## src/rtl/tid_pkg.sv

```systemverilog
// ----------------------------------------------------------------------------
// tid_pkg
// Shared types, codes and the fixed decode table for the tensor instruction
// decoder.
// ----------------------------------------------------------------------------
`default_nettype none

package tid_pkg;

  // instruction field widths
  localparam int unsigned WORD_W   = 32;
  localparam int unsigned OPCODE_W = 7;
  localparam int unsigned FUNCT3_W = 3;
  localparam int unsigned REG_W    = 5;
  localparam int unsigned KIND_W   = 4;
  localparam int unsigned UNIT_W   = 3;
  localparam int unsigned IMM_W    = 12;

  // upper bound on table slots that are searched
  localparam int unsigned MAX_SLOTS = 16;
  localparam int unsigned SLOT_W    = 4;

  // operation kinds
  typedef enum logic [KIND_W-1:0] {
    KIND_NONE    = 4'd0,
    KIND_WMMA    = 4'd1,
    KIND_TLOAD   = 4'd2,
    KIND_TSTORE  = 4'd3,
    KIND_LOAD    = 4'd4,
    KIND_STORE   = 4'd5,
    KIND_BARRIER = 4'd6,
    KIND_SP      = 4'd7,
    KIND_INT     = 4'd8,
    KIND_DP      = 4'd9,
    KIND_SFU     = 4'd10
  } op_kind_t;

  // target units
  typedef enum logic [UNIT_W-1:0] {
    UNIT_NONE   = 3'd0,
    UNIT_TENSOR = 3'd1,
    UNIT_LSU    = 3'd2,
    UNIT_SYNC   = 3'd3,
    UNIT_SFU    = 3'd4
  } exec_unit_t;

  // opcodes of the default table
  localparam logic [OPCODE_W-1:0] OPC_WMMA   = 7'h21;
  localparam logic [OPCODE_W-1:0] OPC_TMEM   = 7'h23;
  localparam logic [OPCODE_W-1:0] OPC_TSTORE = 7'h27;
  localparam logic [OPCODE_W-1:0] OPC_LOAD   = 7'h03;
  localparam logic [OPCODE_W-1:0] OPC_SYNC   = 7'h33;
  localparam logic [OPCODE_W-1:0] OPC_SP     = 7'h43;
  localparam logic [OPCODE_W-1:0] OPC_INT    = 7'h53;
  localparam logic [OPCODE_W-1:0] OPC_DP     = 7'h63;
  localparam logic [OPCODE_W-1:0] OPC_SFU    = 7'h73;

  localparam logic [FUNCT3_W-1:0] F3_MASK_ALL = 3'b111;

  // one decode table entry
  typedef struct packed {
    exec_unit_t            unit;
    op_kind_t              kind;
    logic [FUNCT3_W-1:0]   mask;
    logic [FUNCT3_W-1:0]   funct3;
    logic [OPCODE_W-1:0]   opcode;
  } entry_t;

  // fixed table contents, slots past the defaults never match
  function automatic entry_t default_entry(input logic [SLOT_W-1:0] idx);
    entry_t e;
    e = '{unit: UNIT_NONE, kind: KIND_NONE, mask: F3_MASK_ALL, funct3: 3'd0,
          opcode: '0};
    unique case (idx)
      4'd0: e = '{UNIT_TENSOR, KIND_WMMA,    F3_MASK_ALL, 3'd1, OPC_WMMA};
      4'd1: e = '{UNIT_TENSOR, KIND_TLOAD,   F3_MASK_ALL, 3'd1, OPC_TMEM};
      4'd2: e = '{UNIT_TENSOR, KIND_TSTORE,  F3_MASK_ALL, 3'd1, OPC_TSTORE};
      4'd3: e = '{UNIT_LSU,    KIND_LOAD,    F3_MASK_ALL, 3'd2, OPC_LOAD};
      4'd4: e = '{UNIT_LSU,    KIND_STORE,   F3_MASK_ALL, 3'd2, OPC_TMEM};
      4'd5: e = '{UNIT_SYNC,   KIND_BARRIER, F3_MASK_ALL, 3'd1, OPC_SYNC};
      4'd6: e = '{UNIT_TENSOR, KIND_SP,      F3_MASK_ALL, 3'd1, OPC_SP};
      4'd7: e = '{UNIT_TENSOR, KIND_INT,     F3_MASK_ALL, 3'd0, OPC_INT};
      4'd8: e = '{UNIT_TENSOR, KIND_DP,      F3_MASK_ALL, 3'd1, OPC_DP};
      4'd9: e = '{UNIT_SFU,    KIND_SFU,     F3_MASK_ALL, 3'd1, OPC_SFU};
      default: e = '{UNIT_NONE, KIND_NONE, F3_MASK_ALL, 3'd0, 7'h00};
    endcase
    return e;
  endfunction

endpackage

`default_nettype wire

```

## src/rtl/tid_in_if.sv

```systemverilog
// ----------------------------------------------------------------------------
// tid_in_if
// Instruction channel: valid/ready handshake carrying one instruction word.
// ----------------------------------------------------------------------------
`default_nettype none

interface tid_in_if;
  logic        valid;
  logic        ready;
  logic [31:0] instruction_word;

  modport source (output valid, output instruction_word, input ready);
  modport sink   (input valid, input instruction_word, output ready);
endinterface

`default_nettype wire

```

## src/rtl/tid_out_if.sv

```systemverilog
// ----------------------------------------------------------------------------
// tid_out_if
// Decode result channel: valid/ready handshake carrying one decoded
// instruction.
// ----------------------------------------------------------------------------
`default_nettype none

interface tid_out_if;
  logic               valid;
  logic               ready;
  logic               matched;
  logic [3:0]         op_kind;
  logic [2:0]         exec_unit;
  logic               is_tensor;
  logic               is_memory;
  logic               is_barrier;
  logic [4:0]         dest_reg;
  logic [4:0]         src_reg_a;
  logic [4:0]         src_reg_b;
  logic [4:0]         src_reg_c;
  logic [4:0]         data_format;
  logic signed [11:0] immediate;

  modport source (
    output valid, input ready,
    output matched, output op_kind, output exec_unit, output is_tensor,
    output is_memory, output is_barrier, output dest_reg, output src_reg_a,
    output src_reg_b, output src_reg_c, output data_format, output immediate
  );
  modport sink (
    input valid, output ready,
    input matched, input op_kind, input exec_unit, input is_tensor,
    input is_memory, input is_barrier, input dest_reg, input src_reg_a,
    input src_reg_b, input src_reg_c, input data_format, input immediate
  );
endinterface

`default_nettype wire

```

## src/rtl/tensor_instruction_decoder.sv

```systemverilog
// ----------------------------------------------------------------------------
// tensor_instruction_decoder
// Three-stage decoder for a tensor-extended instruction set with a fixed
// priority decode table.
// ----------------------------------------------------------------------------
// Takes one instruction word per cycle while the output is taken. Its decode
// passes through the stage one, two and three registers on its way to the
// output. Stage one compares opcode and masked funct3 against every table
// slot in parallel, stage two picks the first matching slot, stage three
// derives flags, register fields and the signed immediate into the output
// register. Each stage carries its own valid bit and refills as soon as the
// next stage frees up, so a full pipeline keeps taking one word per cycle
// while the output is taken; a stalled output holds the output stage while
// earlier stages still fill any empty stage. Words that match no slot come
// out with matched, kind, unit, flags, accumulator, format and immediate zero.
`default_nettype none

module tensor_instruction_decoder
  import tid_pkg::*;
#(
  parameter int unsigned TABLE_ENTRIES = 10
) (
  input  wire        clk,
  input  wire        rst_n,
  tid_in_if.sink     in_chan,
  tid_out_if.source  out_chan
);

  // slots actually searched
  localparam int unsigned SLOTS = (TABLE_ENTRIES < MAX_SLOTS) ? TABLE_ENTRIES : MAX_SLOTS;

  // stage registers
  logic                 v1_r, v1_nxt;
  logic [WORD_W-1:0]    word1_r;
  logic [SLOTS-1:0]     hit1_r;
  logic [SLOTS-1:0]     hit_vec;

  logic                 v2_r, v2_nxt;
  logic [WORD_W-1:0]    word2_r;
  logic                 hit2_r;
  op_kind_t             kind2_r;
  exec_unit_t           unit2_r;
  logic                 hit_sel;
  op_kind_t             kind_sel;
  exec_unit_t           unit_sel;

  logic                 v3_r, v3_nxt;
  logic                 matched3_r;
  op_kind_t             kind3_r;
  exec_unit_t           unit3_r;
  logic                 tensor3_r, memory3_r, barrier3_r;
  logic [REG_W-1:0]     rd3_r, rs1_3_r, rs2_3_r, rs3_3_r, fmt3_r;
  logic [IMM_W-1:0]     imm3_r;
  logic [REG_W-1:0]     rs3_nxt, fmt_nxt;
  logic [IMM_W-1:0]     imm_nxt;

  logic                 rdy1, rdy2, rdy3;

  // stage advance: a stage loads when empty or when its contents move on
  assign rdy3 = !v3_r || out_chan.ready;
  assign rdy2 = !v2_r || rdy3;
  assign rdy1 = !v1_r || rdy2;
  assign in_chan.ready = rdy1;

  assign v1_nxt = rdy1 ? in_chan.valid : v1_r;
  assign v2_nxt = rdy2 ? v1_r : v2_r;
  assign v3_nxt = rdy3 ? v2_r : v3_r;

  always_ff @(posedge clk) begin
    if (!rst_n) begin
      v1_r <= 1'b0;
      v2_r <= 1'b0;
      v3_r <= 1'b0;
    end else begin
      v1_r <= v1_nxt;
      v2_r <= v2_nxt;
      v3_r <= v3_nxt;
    end
  end

  // stage 1: parallel compare against every slot
  always_comb begin
    entry_t e;
    logic [OPCODE_W-1:0] opc;
    logic [FUNCT3_W-1:0] f3;
    opc = in_chan.instruction_word[6:0];
    f3  = in_chan.instruction_word[14:12];
    for (int i = 0; i < SLOTS; i++) begin
      e = default_entry(SLOT_W'(i));
      hit_vec[i] = (e.kind != KIND_NONE) && (e.opcode == opc) &&
                   ((f3 & e.mask) == (e.funct3 & e.mask));
    end
  end

  always_ff @(posedge clk) begin
    if (rdy1) begin
      word1_r <= in_chan.instruction_word;
      hit1_r  <= hit_vec;
    end
  end

  // stage 2: first matching slot wins
  always_comb begin
    entry_t e;
    hit_sel  = 1'b0;
    kind_sel = KIND_NONE;
    unit_sel = UNIT_NONE;
    for (int i = SLOTS - 1; i >= 0; i--) begin
      e = default_entry(SLOT_W'(i));
      if (hit1_r[i]) begin
        hit_sel  = 1'b1;
        kind_sel = e.kind;
        unit_sel = e.unit;
      end
    end
  end

  always_ff @(posedge clk) begin
    if (rdy2) begin
      word2_r <= word1_r;
      hit2_r  <= hit_sel;
      kind2_r <= kind_sel;
      unit2_r <= unit_sel;
    end
  end

  // stage 3: kind-dependent fields
  always_comb begin
    rs3_nxt = '0;
    fmt_nxt = '0;
    imm_nxt = '0;
    unique case (kind2_r)
      KIND_WMMA: begin
        rs3_nxt = word2_r[31:27];
        fmt_nxt = {3'b000, word2_r[26:25]};
      end
      KIND_TLOAD, KIND_LOAD: begin
        imm_nxt = word2_r[31:20];
      end
      KIND_TSTORE, KIND_STORE: begin
        imm_nxt = {word2_r[31:25], word2_r[11:7]};
      end
      KIND_SP, KIND_INT, KIND_DP: begin
        fmt_nxt = word2_r[24:20];
      end
      default: begin
        rs3_nxt = '0;
      end
    endcase
  end

  always_ff @(posedge clk) begin
    if (rdy3) begin
      matched3_r <= hit2_r;
      kind3_r    <= kind2_r;
      unit3_r    <= unit2_r;
      tensor3_r  <= (unit2_r == UNIT_TENSOR) || (unit2_r == UNIT_SFU);
      memory3_r  <= (kind2_r == KIND_TLOAD) || (kind2_r == KIND_TSTORE) ||
                    (kind2_r == KIND_LOAD) || (kind2_r == KIND_STORE);
      barrier3_r <= (kind2_r == KIND_BARRIER);
      rd3_r      <= word2_r[11:7];
      rs1_3_r    <= word2_r[19:15];
      rs2_3_r    <= word2_r[24:20];
      rs3_3_r    <= rs3_nxt;
      fmt3_r     <= fmt_nxt;
      imm3_r     <= imm_nxt;
    end
  end

  // result transaction
  assign out_chan.valid       = v3_r;
  assign out_chan.matched     = matched3_r;
  assign out_chan.op_kind     = kind3_r;
  assign out_chan.exec_unit   = unit3_r;
  assign out_chan.is_tensor   = tensor3_r;
  assign out_chan.is_memory   = memory3_r;
  assign out_chan.is_barrier  = barrier3_r;
  assign out_chan.dest_reg    = rd3_r;
  assign out_chan.src_reg_a   = rs1_3_r;
  assign out_chan.src_reg_b   = rs2_3_r;
  assign out_chan.src_reg_c   = rs3_3_r;
  assign out_chan.data_format = fmt3_r;
  assign out_chan.immediate   = $signed(imm3_r);

  // unmatched words decode to all-zero control
  a_nomatch_zero: assert property (@(posedge clk) disable iff (!rst_n)
    (v3_r && !matched3_r) |-> (kind3_r == KIND_NONE && unit3_r == UNIT_NONE &&
                               imm3_r == '0 && fmt3_r == '0))
    else $error("unmatched decode carries nonzero control");

  // a barrier always targets the sync unit
  a_barrier_sync: assert property (@(posedge clk) disable iff (!rst_n)
    (v3_r && barrier3_r) |-> (matched3_r && unit3_r == UNIT_SYNC))
    else $error("barrier decoded to wrong unit");

  // a stalled middle stage keeps its instruction
  a_stage2_hold: assert property (@(posedge clk) disable iff (!rst_n)
    (v2_r && !rdy3) |=> (v2_r && $stable(word2_r) && $stable(kind2_r)))
    else $error("stage two lost its contents under stall");

  // pipeline is empty right after reset
  a_reset_empty: assert property (@(posedge clk)
    !rst_n |=> (!v1_r && !v2_r && !v3_r))
    else $error("valid bits set after reset");

endmodule

`default_nettype wire
```

## src/flat_wrapper.sv

```systemverilog
// flat-port wrapper written by rule: the top's interface ports become plain ports
module tensor_instruction_decoder_flat import tid_pkg::*;
#(
  parameter int unsigned TABLE_ENTRIES = 10
)
  (clk, rst_n, in_chan_valid, in_chan_instruction_word, in_chan_ready, out_chan_valid, out_chan_ready, out_chan_matched, out_chan_op_kind, out_chan_exec_unit, out_chan_is_tensor, out_chan_is_memory, out_chan_is_barrier, out_chan_dest_reg, out_chan_src_reg_a, out_chan_src_reg_b, out_chan_src_reg_c, out_chan_data_format, out_chan_immediate);
  tid_in_if in_chan_i ();
  tid_out_if out_chan_i ();
  input  wire clk;
  input  wire rst_n;
  input wire logic [$bits(in_chan_i.valid)-1:0] in_chan_valid;
  input wire logic [$bits(in_chan_i.instruction_word)-1:0] in_chan_instruction_word;
  output wire logic [$bits(in_chan_i.ready)-1:0] in_chan_ready;
  output wire logic [$bits(out_chan_i.valid)-1:0] out_chan_valid;
  input wire logic [$bits(out_chan_i.ready)-1:0] out_chan_ready;
  output wire logic [$bits(out_chan_i.matched)-1:0] out_chan_matched;
  output wire logic [$bits(out_chan_i.op_kind)-1:0] out_chan_op_kind;
  output wire logic [$bits(out_chan_i.exec_unit)-1:0] out_chan_exec_unit;
  output wire logic [$bits(out_chan_i.is_tensor)-1:0] out_chan_is_tensor;
  output wire logic [$bits(out_chan_i.is_memory)-1:0] out_chan_is_memory;
  output wire logic [$bits(out_chan_i.is_barrier)-1:0] out_chan_is_barrier;
  output wire logic [$bits(out_chan_i.dest_reg)-1:0] out_chan_dest_reg;
  output wire logic [$bits(out_chan_i.src_reg_a)-1:0] out_chan_src_reg_a;
  output wire logic [$bits(out_chan_i.src_reg_b)-1:0] out_chan_src_reg_b;
  output wire logic [$bits(out_chan_i.src_reg_c)-1:0] out_chan_src_reg_c;
  output wire logic [$bits(out_chan_i.data_format)-1:0] out_chan_data_format;
  output wire logic [$bits(out_chan_i.immediate)-1:0] out_chan_immediate;
  assign in_chan_i.valid = in_chan_valid;
  assign in_chan_i.instruction_word = in_chan_instruction_word;
  assign in_chan_ready = in_chan_i.ready;
  assign out_chan_valid = out_chan_i.valid;
  assign out_chan_i.ready = out_chan_ready;
  assign out_chan_matched = out_chan_i.matched;
  assign out_chan_op_kind = out_chan_i.op_kind;
  assign out_chan_exec_unit = out_chan_i.exec_unit;
  assign out_chan_is_tensor = out_chan_i.is_tensor;
  assign out_chan_is_memory = out_chan_i.is_memory;
  assign out_chan_is_barrier = out_chan_i.is_barrier;
  assign out_chan_dest_reg = out_chan_i.dest_reg;
  assign out_chan_src_reg_a = out_chan_i.src_reg_a;
  assign out_chan_src_reg_b = out_chan_i.src_reg_b;
  assign out_chan_src_reg_c = out_chan_i.src_reg_c;
  assign out_chan_data_format = out_chan_i.data_format;
  assign out_chan_immediate = out_chan_i.immediate;
  tensor_instruction_decoder #(.TABLE_ENTRIES(TABLE_ENTRIES)) u_core (.clk(clk), .rst_n(rst_n), .in_chan(in_chan_i), .out_chan(out_chan_i));
endmodule
```

## config.mk

```make
export PLATFORM = sky130hd
export DESIGN_NAME = tensor_instruction_decoder_flat
export DESIGN_NICKNAME = d
export VERILOG_FILES = /design/src/rtl/tid_pkg.sv /design/src/rtl/tid_in_if.sv /design/src/rtl/tid_out_if.sv /design/src/rtl/tensor_instruction_decoder.sv /design/src/flat_wrapper.sv
export SDC_FILE = /design/constraint.sdc
export NUM_CORES = 1
export LEC_CHECK = 0
export ABC_AREA = 0
export BUFFER_PORTS_ARGS = -buffer_cell sky130_fd_sc_hd__buf_2
export CORE_ASPECT_RATIO = 0.6
export CORE_MARGIN = 1.5
export CORE_UTILIZATION = 55
export DETAILED_ROUTE_END_ITERATION = 8
export PLACE_DENSITY = 0.81
export SYNTH_ARGS = -nofsm -noshare
export SYNTH_HDL_FRONTEND = slang
export SYNTH_SLANG_ARGS = --single-unit
```

## constraint.sdc

```tcl
create_clock -name clk -period 5.24 [get_ports clk]
set_input_delay 1.048 -clock clk [delete_from_list [all_inputs] [get_ports clk]]
set_output_delay 1.048 -clock clk [all_outputs]
set_load 0.005 [all_outputs]
```

==> summary.txt, run 1 <==
outcome: finished with violations
failing checks: DRC
vias post-DR: 2071
internal power: 1740 uW
part of the power in registers: 48.6%
CTS sink count: 113
post-CTS setup buffers: 0
RSZ-0062 raised after global routing: no
Cell Pwr Density: 424 nW/um^2
initial cell density of the core: 58.0%
routability congestion estimate: 0.854
DR WL/cell: 16.7 um
Avg Vias per Cell: 5.04
final hold viol count: 0
post-route insts no fill: 411
Nets: 347
Fin Setup TNS: 0 ns
Fill cells: 424
area grow syn2layout: 27.9%
placed cells: 379
PortBufs: 85
multi-input logic area: 576 um^2
Final Max Tran Viols: 0
switching share of power: 18.8%
Worst Setup SP: out_chan_ready
Worst path slowest cell: nor2b_1
grt ovf: 0
Boundary Pins: 86
CP Data Required Time: 4.19 ns
Die Span Y: 68.7 um
synth top area cells: edfxtp_1, and2_1, dfxtp_1
IR drop worst, VDD: 305 uV
Hold WC Path Type: flop to flop
top-area cell type share of the netlist area: 83.5%
Fin Clk Skew: 0.00547 ns
Post-synth ARST share: 0%
Final min period: 2.78 ns
worst relative slew slack: 31.3%
H-Tree Depth: 4
Top Family by Delay on Critical Path: simple AND/OR/NAND/NOR gates
Net Switching: 404 uW
initial antenna violation count: 0
clk buf depth: 2
crit path kind: primary input to output port
Post-DRT Antenna Nets: 0
Worst-Skew Late Latency: 0.40 ns
clock-pin slew on the worst setup and hold paths: 0.05 ns
Worst R2R Start: u_core.kind2_r[0]
final setup vio count: 0
Avg Synthesized Cell Area: 19.2 um^2
Critical Path AT: 1.73 ns
Crit. End Element: output port
TritonCTS Buffers: 17
CP Buf/Inv Count: 2
crit-path max FO: 5
Comb power frac: 2.4%
first-pass GRT wire length: 9880 um
post-cts resize count: 0
ys flop type: edfxtp_1
DRT Wirelength: 6850 um
first-iteration detailed-routing DRC count: 220
largest stage delay on the critical path: 0.31 ns
leading area contributor after synthesis: edfxtp_1
CP dominant cell by count: buf_2
CP Cell Sequence: buf_2 > nor2b_1 > nand3_2 > buf_2
cell row count: 23
clock network power share: 49.1%
Mapped Nets: 242
largest net degree at the start of global routing: 49
clk root buf: clkbuf_16
Final period util: 53.1%
Synth Warn #: 0
drt pass-1 iters: 9
Antenna diodes: 0
fmax: 359 MHz
Worst Setup Start Kind: primary input
Core ar.: 6820 um^2
CTS tree: done
EDFF count, synth: 110
share of cells above drive strength 1: 37.7%
FF/Latch Area: 3360 um^2
vias in the first global route: 1971
Synth Register Bits: 113
post-synthesis instance area: 3960 um^2
detailed placement HPWL: 4300 um
synth unique cells: 31
HP Start: u_core.word1_r[30]
cells after synthesis: 206
Post-CTS Hold Buffers: 0
Max-cap violations: 0
synth cell count leaders: edfxtp_1, nor2_1, and2_1
register area share after synthesis: 85.0%
DRC: 8
Tot GR Track Use: 18.7%
leakage: 0.00214 uW
Die ar.: 7730 um^2
top-count cell post-synth: edfxtp_1
die width: 113 um
Worst Max-Slew Pin Slew: 1.03 ns
==> final timing paths <==
check | endpoint | slack [ns] | cells after the start
setup / recovery | in_chan_ready | 2.46 | 4
hold / removal | u_core.word2_r[30] | 0.42 | 0
setup reg to reg | u_core.out_chan.data_format[0] | 3.52 | 3
hold reg to reg | u_core.word2_r[30] | 0.42 | 0
==> power groups by stage <==
stage               combinational, uW  clock (uW)  sequential (uW)
floorplan                        13.4           0             1060
global placement                 48.8           0             1060
detailed placement               50.7           0             1060
CTS                              51.4        1070             1040
global route                     56.1        1120             1040
finish                           50.7        1050             1040
==> layout make-up <==
| type | instances | share of cell area, % |
|---|---|---|
| inverter | 5 | 0.371 |
| multi-input combinational | 87 | 11.4 |
| clock buffer | 19 | 8.56 |
| tap | 87 | 2.15 |
| timing repair buffer | 87 | 8.70 |
| clock inverter | 13 | 2.37 |
| sequential | 113 | 66.5 |
==> metal layers <==
layer	vias up	GRT usage (%)	share of wire [%]	wire, um
met5	-	0	0	0
met4	0	9.65	0.45	31
met3	4	8.65	7.4	505
met2	90	27.5	45	3080
met1	968	23.8	47	3240
li1	1009	-	-	-
==> worst register-to-register path: cells and delay by family (launching register included) <==
kind             cells  cell delay, ns
AND/OR/NAND/NOR      2            0.70
flip-flops           1            0.62
AO/OA/AOI/OAI        1            0.26
==> cells by family after synthesis <==
| family | count (synthesis) | synth area share (%) |
|---|---|---|
| xor gates and xnor gates | 2 | 0.443 |
| buffers and inverters | 6 | 0.601 |
| AOI/OAI and AO/OA | 14 | 2.62 |
| muxes | 5 | 1.26 |
| and+or+nand+nor | 66 | 10.1 |
| DFF | 113 | 85.0 |
==> through the flow <==
stage | hold WS, ns | util [%] | area, um^2 | setup slack [ns] | power [uW]
2_1_floorplan | 0.400 | - | 3960 | 2.08 | 1070
5_1_grt | 0.420 | 74.2 | 5060 | 2.40 | 2220
6_report | 0.416 | 74.2 | 5060 | 2.46 | 2150
3_5_place_dp | 0.405 | 66.1 | 4510 | 2.44 | 1110
4_1_cts | 0.413 | 74.2 | 5060 | 2.44 | 2160
3_3_place_gp | 0.401 | 66.1 | 4510 | 2.47 | 1110
==> layout by cell type (no fill, tap or decap), types with 2 or more instances in the layout <==
cell type,instances
and4bb_2,3
clkbuf_16,17
edfxtp_1,110
buf_2,85
inv_1,4
bufinv_16,2
and2_1,15
nand2_1,5
o31ai_1,2
a21oi_1,3
clkinvlp_4,3
clkbuf_1,2
buf_4,2
nor2b_1,5
clkinv_1,2
dfxtp_1,3
clkinv_2,6
a22o_1,2
mux2i_1,5
a21boi_0,3
nor2_1,16
nand2b_1,4
nor3b_1,3
nor3_1,6
No activity file was read; power rests on OpenSTA's default activity.
==> inputs of run 2 (changes only) <==
--- a/config.mk
+++ b/config.mk
@@ -5,13 +5,13 @@
 export SDC_FILE = /design/constraint.sdc
 export NUM_CORES = 1
 export LEC_CHECK = 0
-export ABC_AREA = 0
+export ABC_AREA = 1
 export BUFFER_PORTS_ARGS = -buffer_cell sky130_fd_sc_hd__buf_2
 export CORE_ASPECT_RATIO = 0.6
 export CORE_MARGIN = 1.5
-export CORE_UTILIZATION = 55
+export CORE_UTILIZATION = 48
 export DETAILED_ROUTE_END_ITERATION = 8
-export PLACE_DENSITY = 0.81
+export PLACE_DENSITY = 0.75
 export SYNTH_ARGS = -nofsm -noshare
 export SYNTH_HDL_FRONTEND = slang
 export SYNTH_SLANG_ARGS = --single-unit
==> constraint.sdc (replaced) <==
create_clock -name clk -period 2.5 [get_ports clk]
set_input_delay 0.5 -clock clk [delete_from_list [all_inputs] [get_ports clk]]
set_output_delay 0.5 -clock clk [all_outputs]
set_load 0.005 [all_outputs]
==> summary.txt, run 2 <==
detailed placement HPWL: 4430 um (+3.2%)
cells after synthesis: 257 (+25%)
largest net degree at the start of global routing: 50 (+2.0%)
IR drop worst, VDD: 550 uV (+80%)
Max-cap violations: 0 (unchanged)
area grow syn2layout: 30.3%
Post-synth ARST share: 0% (unchanged)
CTS sink count: 113 (unchanged)
most common cell after layout, fill and taps aside: edfxtp_1
H-Tree Depth: 4 (unchanged)
Post-CTS Hold Buffers: 0 (unchanged)
top-count cell post-synth: edfxtp_1
synth unique cells: 19 (-39%)
initial antenna violation count: 0 (unchanged)
Nets: 399 (+15%)
RSZ-0062 raised after global routing: no
post-cts resize count: 0 (unchanged)
EDFF count, synth: 110 (unchanged)
reg2reg path depth: 3 (unchanged)
synth cell count leaders: edfxtp_1, nand2_1, inv_1
Hold WC Path Type: primary input to flop
routability congestion estimate: 0.792 (-7.2%)
post-CTS setup buffers: 0 (unchanged)
DRT Wirelength: 6830 um (-0.34%)
most frequent cells in the layout: edfxtp_1, buf_2, nand2_1, inv_1, nor2_1
Hold WS: 0.267 ns (-0.149 ns)
PortBufs: 85 (unchanged)
Final min period: 1.70 ns
first-pass GRT wire length: 10100 um (+2.1%)
CTS tree: done
Boundary Pins: 86 (unchanged)
clk root buf: clkbuf_16
CP Data Required Time: 2.00 ns (-2.19 ns)
die width: 121 um (+7.2%)
drt pass-1 iters: 5 (-4)
outcome: finished, final reports clean
Fin Clk Skew: 0.00710 ns (+0.00163 ns)
vias in the first global route: 2054 (+4.2%)
TritonCTS Buffers: 17 (unchanged)
clock-pin slew on the worst setup and hold paths: 0.05 ns (about the same)
Final Max Tran Viols: 0 (unchanged)
Die ar.: 8870 um^2 (+15%)
Worst-Skew Late Latency: 0.41 ns (about the same)
Critical Path AT: 1.20 ns (-0.53 ns)
grt ovf: 0 (unchanged)
hold path cells: 1 (+1)
clk buf depth: 2 (unchanged)
Antenna diodes: 0 (unchanged)
DRC: 0 (-8)
post-synthesis instance area: 3980 um^2 (+0.60%)
fmax: 588 MHz
cell row count: 25 (+8.7%)
final setup vio count: 0 (unchanged)
final hold viol count: 0 (unchanged)
Avg Vias per Cell: 4.64 (-7.9%)
top-area cell type share of the netlist area: 83.0% (-0.50 points)
Avg Synthesized Cell Area: 15.5 um^2 (-19%)
DR WL/cell: 14.1 um (-15%)
synth top area cells: edfxtp_1, nand2_1, inv_1
Cell Pwr Density: 928 nW/um^2 (+120%)
share of cells above drive strength 1: 32.2% (-5.5 points)
Mapped Nets: 293 (+21%)
Worst Setup Start Kind: flop
worst relative slew slack: 23.9% (-7.4 points)
Final period util: 68.0%
Crit. End Element: output port
Synth Register Bits: 113 (unchanged)
first-iteration detailed-routing DRC count: 175 (-20%)
leakage: 0.00233 uW (+9.1%)
Fin Setup TNS: 0 ns (unchanged)
Die Span Y: 73.5 um (+7.0%)
Core ar.: 7950 um^2 (+16%)
Worst Max-Slew Pin Slew: 1.14 ns (+0.111 ns)
crit-path max FO: 3 (-2)
vias post-DR: 2245 (+8.4%)
Tot GR Track Use: 16.4% (-2.3 points)
ys flop type: edfxtp_1
Post-DRT Antenna Nets: 0 (unchanged)
crit path kind: flop to output port
initial cell density of the core: 50.1% (-7.9 points)
leading area contributor after synthesis: edfxtp_1
Synth Warn #: 0 (unchanged)
register area share after synthesis: 84.5% (-0.51 points)
[run 2: cell types whose count changed after synthesis, sizes merged, moves of 4 or more]
| cell | before | now |
|---|---|---|
| nand2 | 5 | 43 |
| nand2b | 4 | 0 |
| inv | 5 | 35 |
| nor2b | 5 | 0 |
| and2 | 15 | 0 |
| nor2 | 16 | 34 |
| nand3 | 2 | 9 |
| mux2i | 5 | 0 |
[run 2: report_power, final]
part / switching (uW) / total (uW) / internal (uW)
sequential: 27.4 / 2180 / 2150
combinational: 60.5 / 113 / 52.0
clock: 774 / 2520 / 1750
[run 2: critical path: stages (launching register included)]
cell and delay, ns:
dfxtp_1 0.34, nand2_2 0.06, nor2_1 0.18, nand2_2 0.08, buf_2 0.13
[run 2: cell families (layout without fill, tap and decap cells)]
| group | count (synthesis) | in the layout | synth area share (%) |
|---|---|---|---|
| flip-flops | 113 | 113 | 84.5 |
| buffers and inverters | 35 | 154 | 3.30 |
| AND/OR/NAND/NOR | 98 | 98 | 10.5 |
| AO/OA/AOI/OAI | 11 | 11 | 1.70 |
[run 2: per-stage QoR]
step | std cells | util, % | area [um^2] | total power [uW] | setup WS, ns
3_5_place_dp | 452 | 57.4 | 4560 | 2330 | 0.553
4_1_cts | 484 | 65.3 | 5190 | 4850 | 0.780
2_1_floorplan | 257 | - | 3990 | 2250 | 0.150
3_3_place_gp | 452 | 57.4 | 4560 | 2320 | 0.564
6_report | 484 | 65.3 | 5190 | 4810 | 0.801
5_1_grt | 484 | 65.3 | 5190 | 4940 | 0.670
[run 2: cell type report]
| class | count | area, um^2 |
|---|---|---|
| Clock buffer | 19 | 433 |
| Clock inverter | 13 | 191 |
| Fill cell | 571 | 2760 |
| Inverter | 35 | 131 |
| Multi-Input combinational cell | 109 | 492 |
| Sequential cell | 113 | 3360 |
| Tap cell | 108 | 135 |
| Timing Repair Buffer | 87 | 440 |
[run 2: worst paths after layout]
kind / start / to / slack [ns]
setup reg to reg: u_core.out_chan.valid / u_core.word2_r[24] / 0.82
setup / recovery: u_core.out_chan.valid / in_chan_ready / 0.80
hold reg to reg: u_core.word1_r[9] / u_core.word2_r[9] / 0.41
hold / removal: in_chan_instruction_word[8] / u_core.word1_r[8] / 0.27
[run 2: layer usage]
| layer | global-route usage (%) | vias to the layer above | wire (um) |
|---|---|---|---|
| met1 | 22.3 | 1027 | 3240 |
| met3 | 6.37 | 6 | 611 |
| met5 | 0 | - | 0 |
| li1 | - | 1111 | - |
| met4 | 9.41 | 0 | 70 |
| met2 | 22.7 | 101 | 2900 |
==> inputs of run 3 (changes only) <==
==> constraint.sdc (replaced) <==
create_clock -name clk -period 1.4 [get_ports clk]
set_input_delay 0.28 -clock clk [delete_from_list [all_inputs] [get_ports clk]]
set_output_delay 0.28 -clock clk [all_outputs]
set_load 0.005 [all_outputs]
==> summary.txt, run 3 (synthesis gave the netlist of run 2 again) <==
routability congestion estimate: 0.803 (+1.3%)
Final Max Tran Viols: 0 (unchanged)
Crit. End Element: flop
Die Span Y: 73.5 um (unchanged)
clock network power share: 51.0% (-1.3 points)
CTS tree: done
FF/Latch Area: 3370 um^2 (+0.11%)
IR drop worst, VDD: 883 uV (+61%)
leakage: 0.00243 uW (+4.3%)
Comb power frac: 2.6% (+0.3 points)
Tot Pwr: 8410 uW (+75%)
fmax: 686 MHz
Boundary Pins: 86 (unchanged)
Place WS: 0.0206 ns (-0.532 ns)
most common cell after layout, fill and taps aside: edfxtp_1
DRT Wirelength: 7510 um (+10%)
crit path setup slack, layout: -0.0570 ns (-0.857 ns)
DRC: 0 (unchanged)
CTS sink count: 113 (unchanged)
Post-CTS Hold Buffers: 0 (unchanged)
Worst Setup Start Kind: flop
Cell Pwr Density: 1550 nW/um^2 (+67%)
Critical Path AT: 1.61 ns (+0.41 ns)
worst relative slew slack: 70.4% (+46 points)
Max-cap violations: 0 (unchanged)
Net Switching: 1540 uW (+78%)
grt met3 use: 6.52% (+0.16 points)
crit path kind: flop to flop
Worst Max-Slew Pin Slew: 0.440 ns (-0.699 ns)
Fill cells: 541 (-5.3%)
initial antenna violation count: 0 (unchanged)
grt ovf: 0 (unchanged)
PortBufs: 85 (unchanged)
clock-pin slew on the worst setup and hold paths: 0.05 ns (about the same)
TritonCTS Buffers: 17 (unchanged)
Post-DRT Antenna Nets: 0 (unchanged)
largest net degree at the start of global routing: 29 (-42%)
switching share of power: 18.3% (+0.39 points)
Die ar.: 8870 um^2 (unchanged)
gr busiest metal: met2
GRT met1 Usage: 20.5% (-1.8 points)
internal power: 6870 uW (+74%)
area grow syn2layout: 36.3%
clk buf depth: 2 (unchanged)
design area: 5430 um^2 (+4.7%)
Final period util: 104%
failing checks: setup timing
first-iteration detailed-routing DRC count: 185 (+5.7%)
met2 usage in global routing: 28.2% (+5.6 points)
Tot GR Track Use: 17.2% (+0.87 points)
outcome: finished with violations
final setup vio count: 13 (+13)
Final min period: 1.46 ns
final hold viol count: 0 (unchanged)
detailed placement HPWL: 4730 um (+6.7%)
Antenna diodes: 0 (unchanged)
share of cells above drive strength 1: 38.9% (+6.8 points)
reg2reg path depth: 5 (+2)
Fin Clk Skew: 0.0112 ns (+0.00408 ns)
vias in the first global route: 2308 (+12%)
crit-path max FO: 6 (+3)
H-Tree Depth: 4 (unchanged)
Avg Vias per Cell: 4.78 (+3.0%)
area of placed instances: 4690 um^2 (+2.9%)
vias post-DR: 2394 (+6.6%)
CP Data Required Time: 1.55 ns (-0.45 ns)
clk root buf: clkbuf_16
Hold WC Path Type: primary input to flop
final core utilization: 68.3% (+3.0 points)
initial cell density of the core: 50.1% (unchanged)
Worst-Skew Late Latency: 0.41 ns (about the same)
multi-input logic area: 572 um^2 (+16%)
DR WL/cell: 15.0 um (+6.2%)
most frequent cells in the layout: edfxtp_1, buf_2, nand2_1, inv_1, nor2_1
RSZ-0062 raised after global routing: yes
hold path cells: 1 (unchanged)
first-pass GRT wire length: 10800 um (+6.6%)
die width: 121 um (unchanged)
Nets: 416 (+4.3%)
drt pass-1 iters: 4 (-1)
Core ar.: 7950 um^2 (unchanged)
part of the power in registers: 46.4% (+1.1 points)
cell row count: 25 (unchanged)
## run 3: cell count changes in the layout (fill, tap and decap cells not counted), sizes merged
cell      previous run  this run
clkbuf              19        18
buf                 87       104
clkinvlp             1         5
inv                 35        33
bufinv               5         4
## run 3: power groups by stage
stage	logic (uW)	registers (uW)	clock network, uW
after detailed placement	210	3960	0
after global routing	244	3910	4480
after CTS	213	3900	4350
final	220	3900	4290
after floorplan	57.0	3960	0
after global placement	203	3960	0
## run 3: worst paths after layout
path                                     start                        endpoint  slack (ns)
hold reg to reg             u_core.word1_r[28]              u_core.word2_r[28]        0.41
hold / removal    in_chan_instruction_word[18]              u_core.word1_r[18]        0.05
setup / recovery             u_core.kind2_r[3]  u_core.out_chan.data_format[1]       -0.06
setup reg to reg             u_core.kind2_r[3]  u_core.out_chan.data_format[1]       -0.06
## run 3: per-layer routing
metal  up-vias  routed length [um]  part of all wire, %
met5         -                   0                    0
met4         0                 136                  1.8
met3        17                 649                  8.6
met2        98                3790                   50
met1      1127                2940                   39
li1       1152                   -                    -
## run 3: area by class of cell
cell class / instances / share of cell area, %
flip-flops and latches: 113 / 62.0
repair buffers: 104 / 11.3
multi-input cells: 109 / 10.5
clock buffers: 18 / 7.91
clock inverters: 14 / 3.14
inverters: 35 / 2.56
well taps: 108 / 2.49
## run 3: timing repair
action / CTS / global route
gates resized for setup: 2 / 17
endpoints found under the setup margin: 6 / 14
hold endpoints to repair: 0 / 0
buffers inserted: 3 / 6
pin swaps: 2 / 6
## run 3: per-stage QoR
step / std cells / TNS (ns) / hold slack, ns
2_1_floorplan: 257 / -10.39 / 0.379
3_3_place_gp: 460 / 0 / 0.401
3_5_place_dp: 460 / 0 / 0.406
4_1_cts: 495 / -0.0361 / 0.0333
5_1_grt: 501 / -1.28 / 0.0324
6_report: 501 / -0.260 / 0.0480
## run 3: worst max-delay path, cell delays in order, from the launching register on
cell and delay, ns:
edfxtp_1 0.55, buf_4 0.21, nand3_1 0.15, o31ai_4 0.13, nand2_1 0.07, o21ai_0 0.09
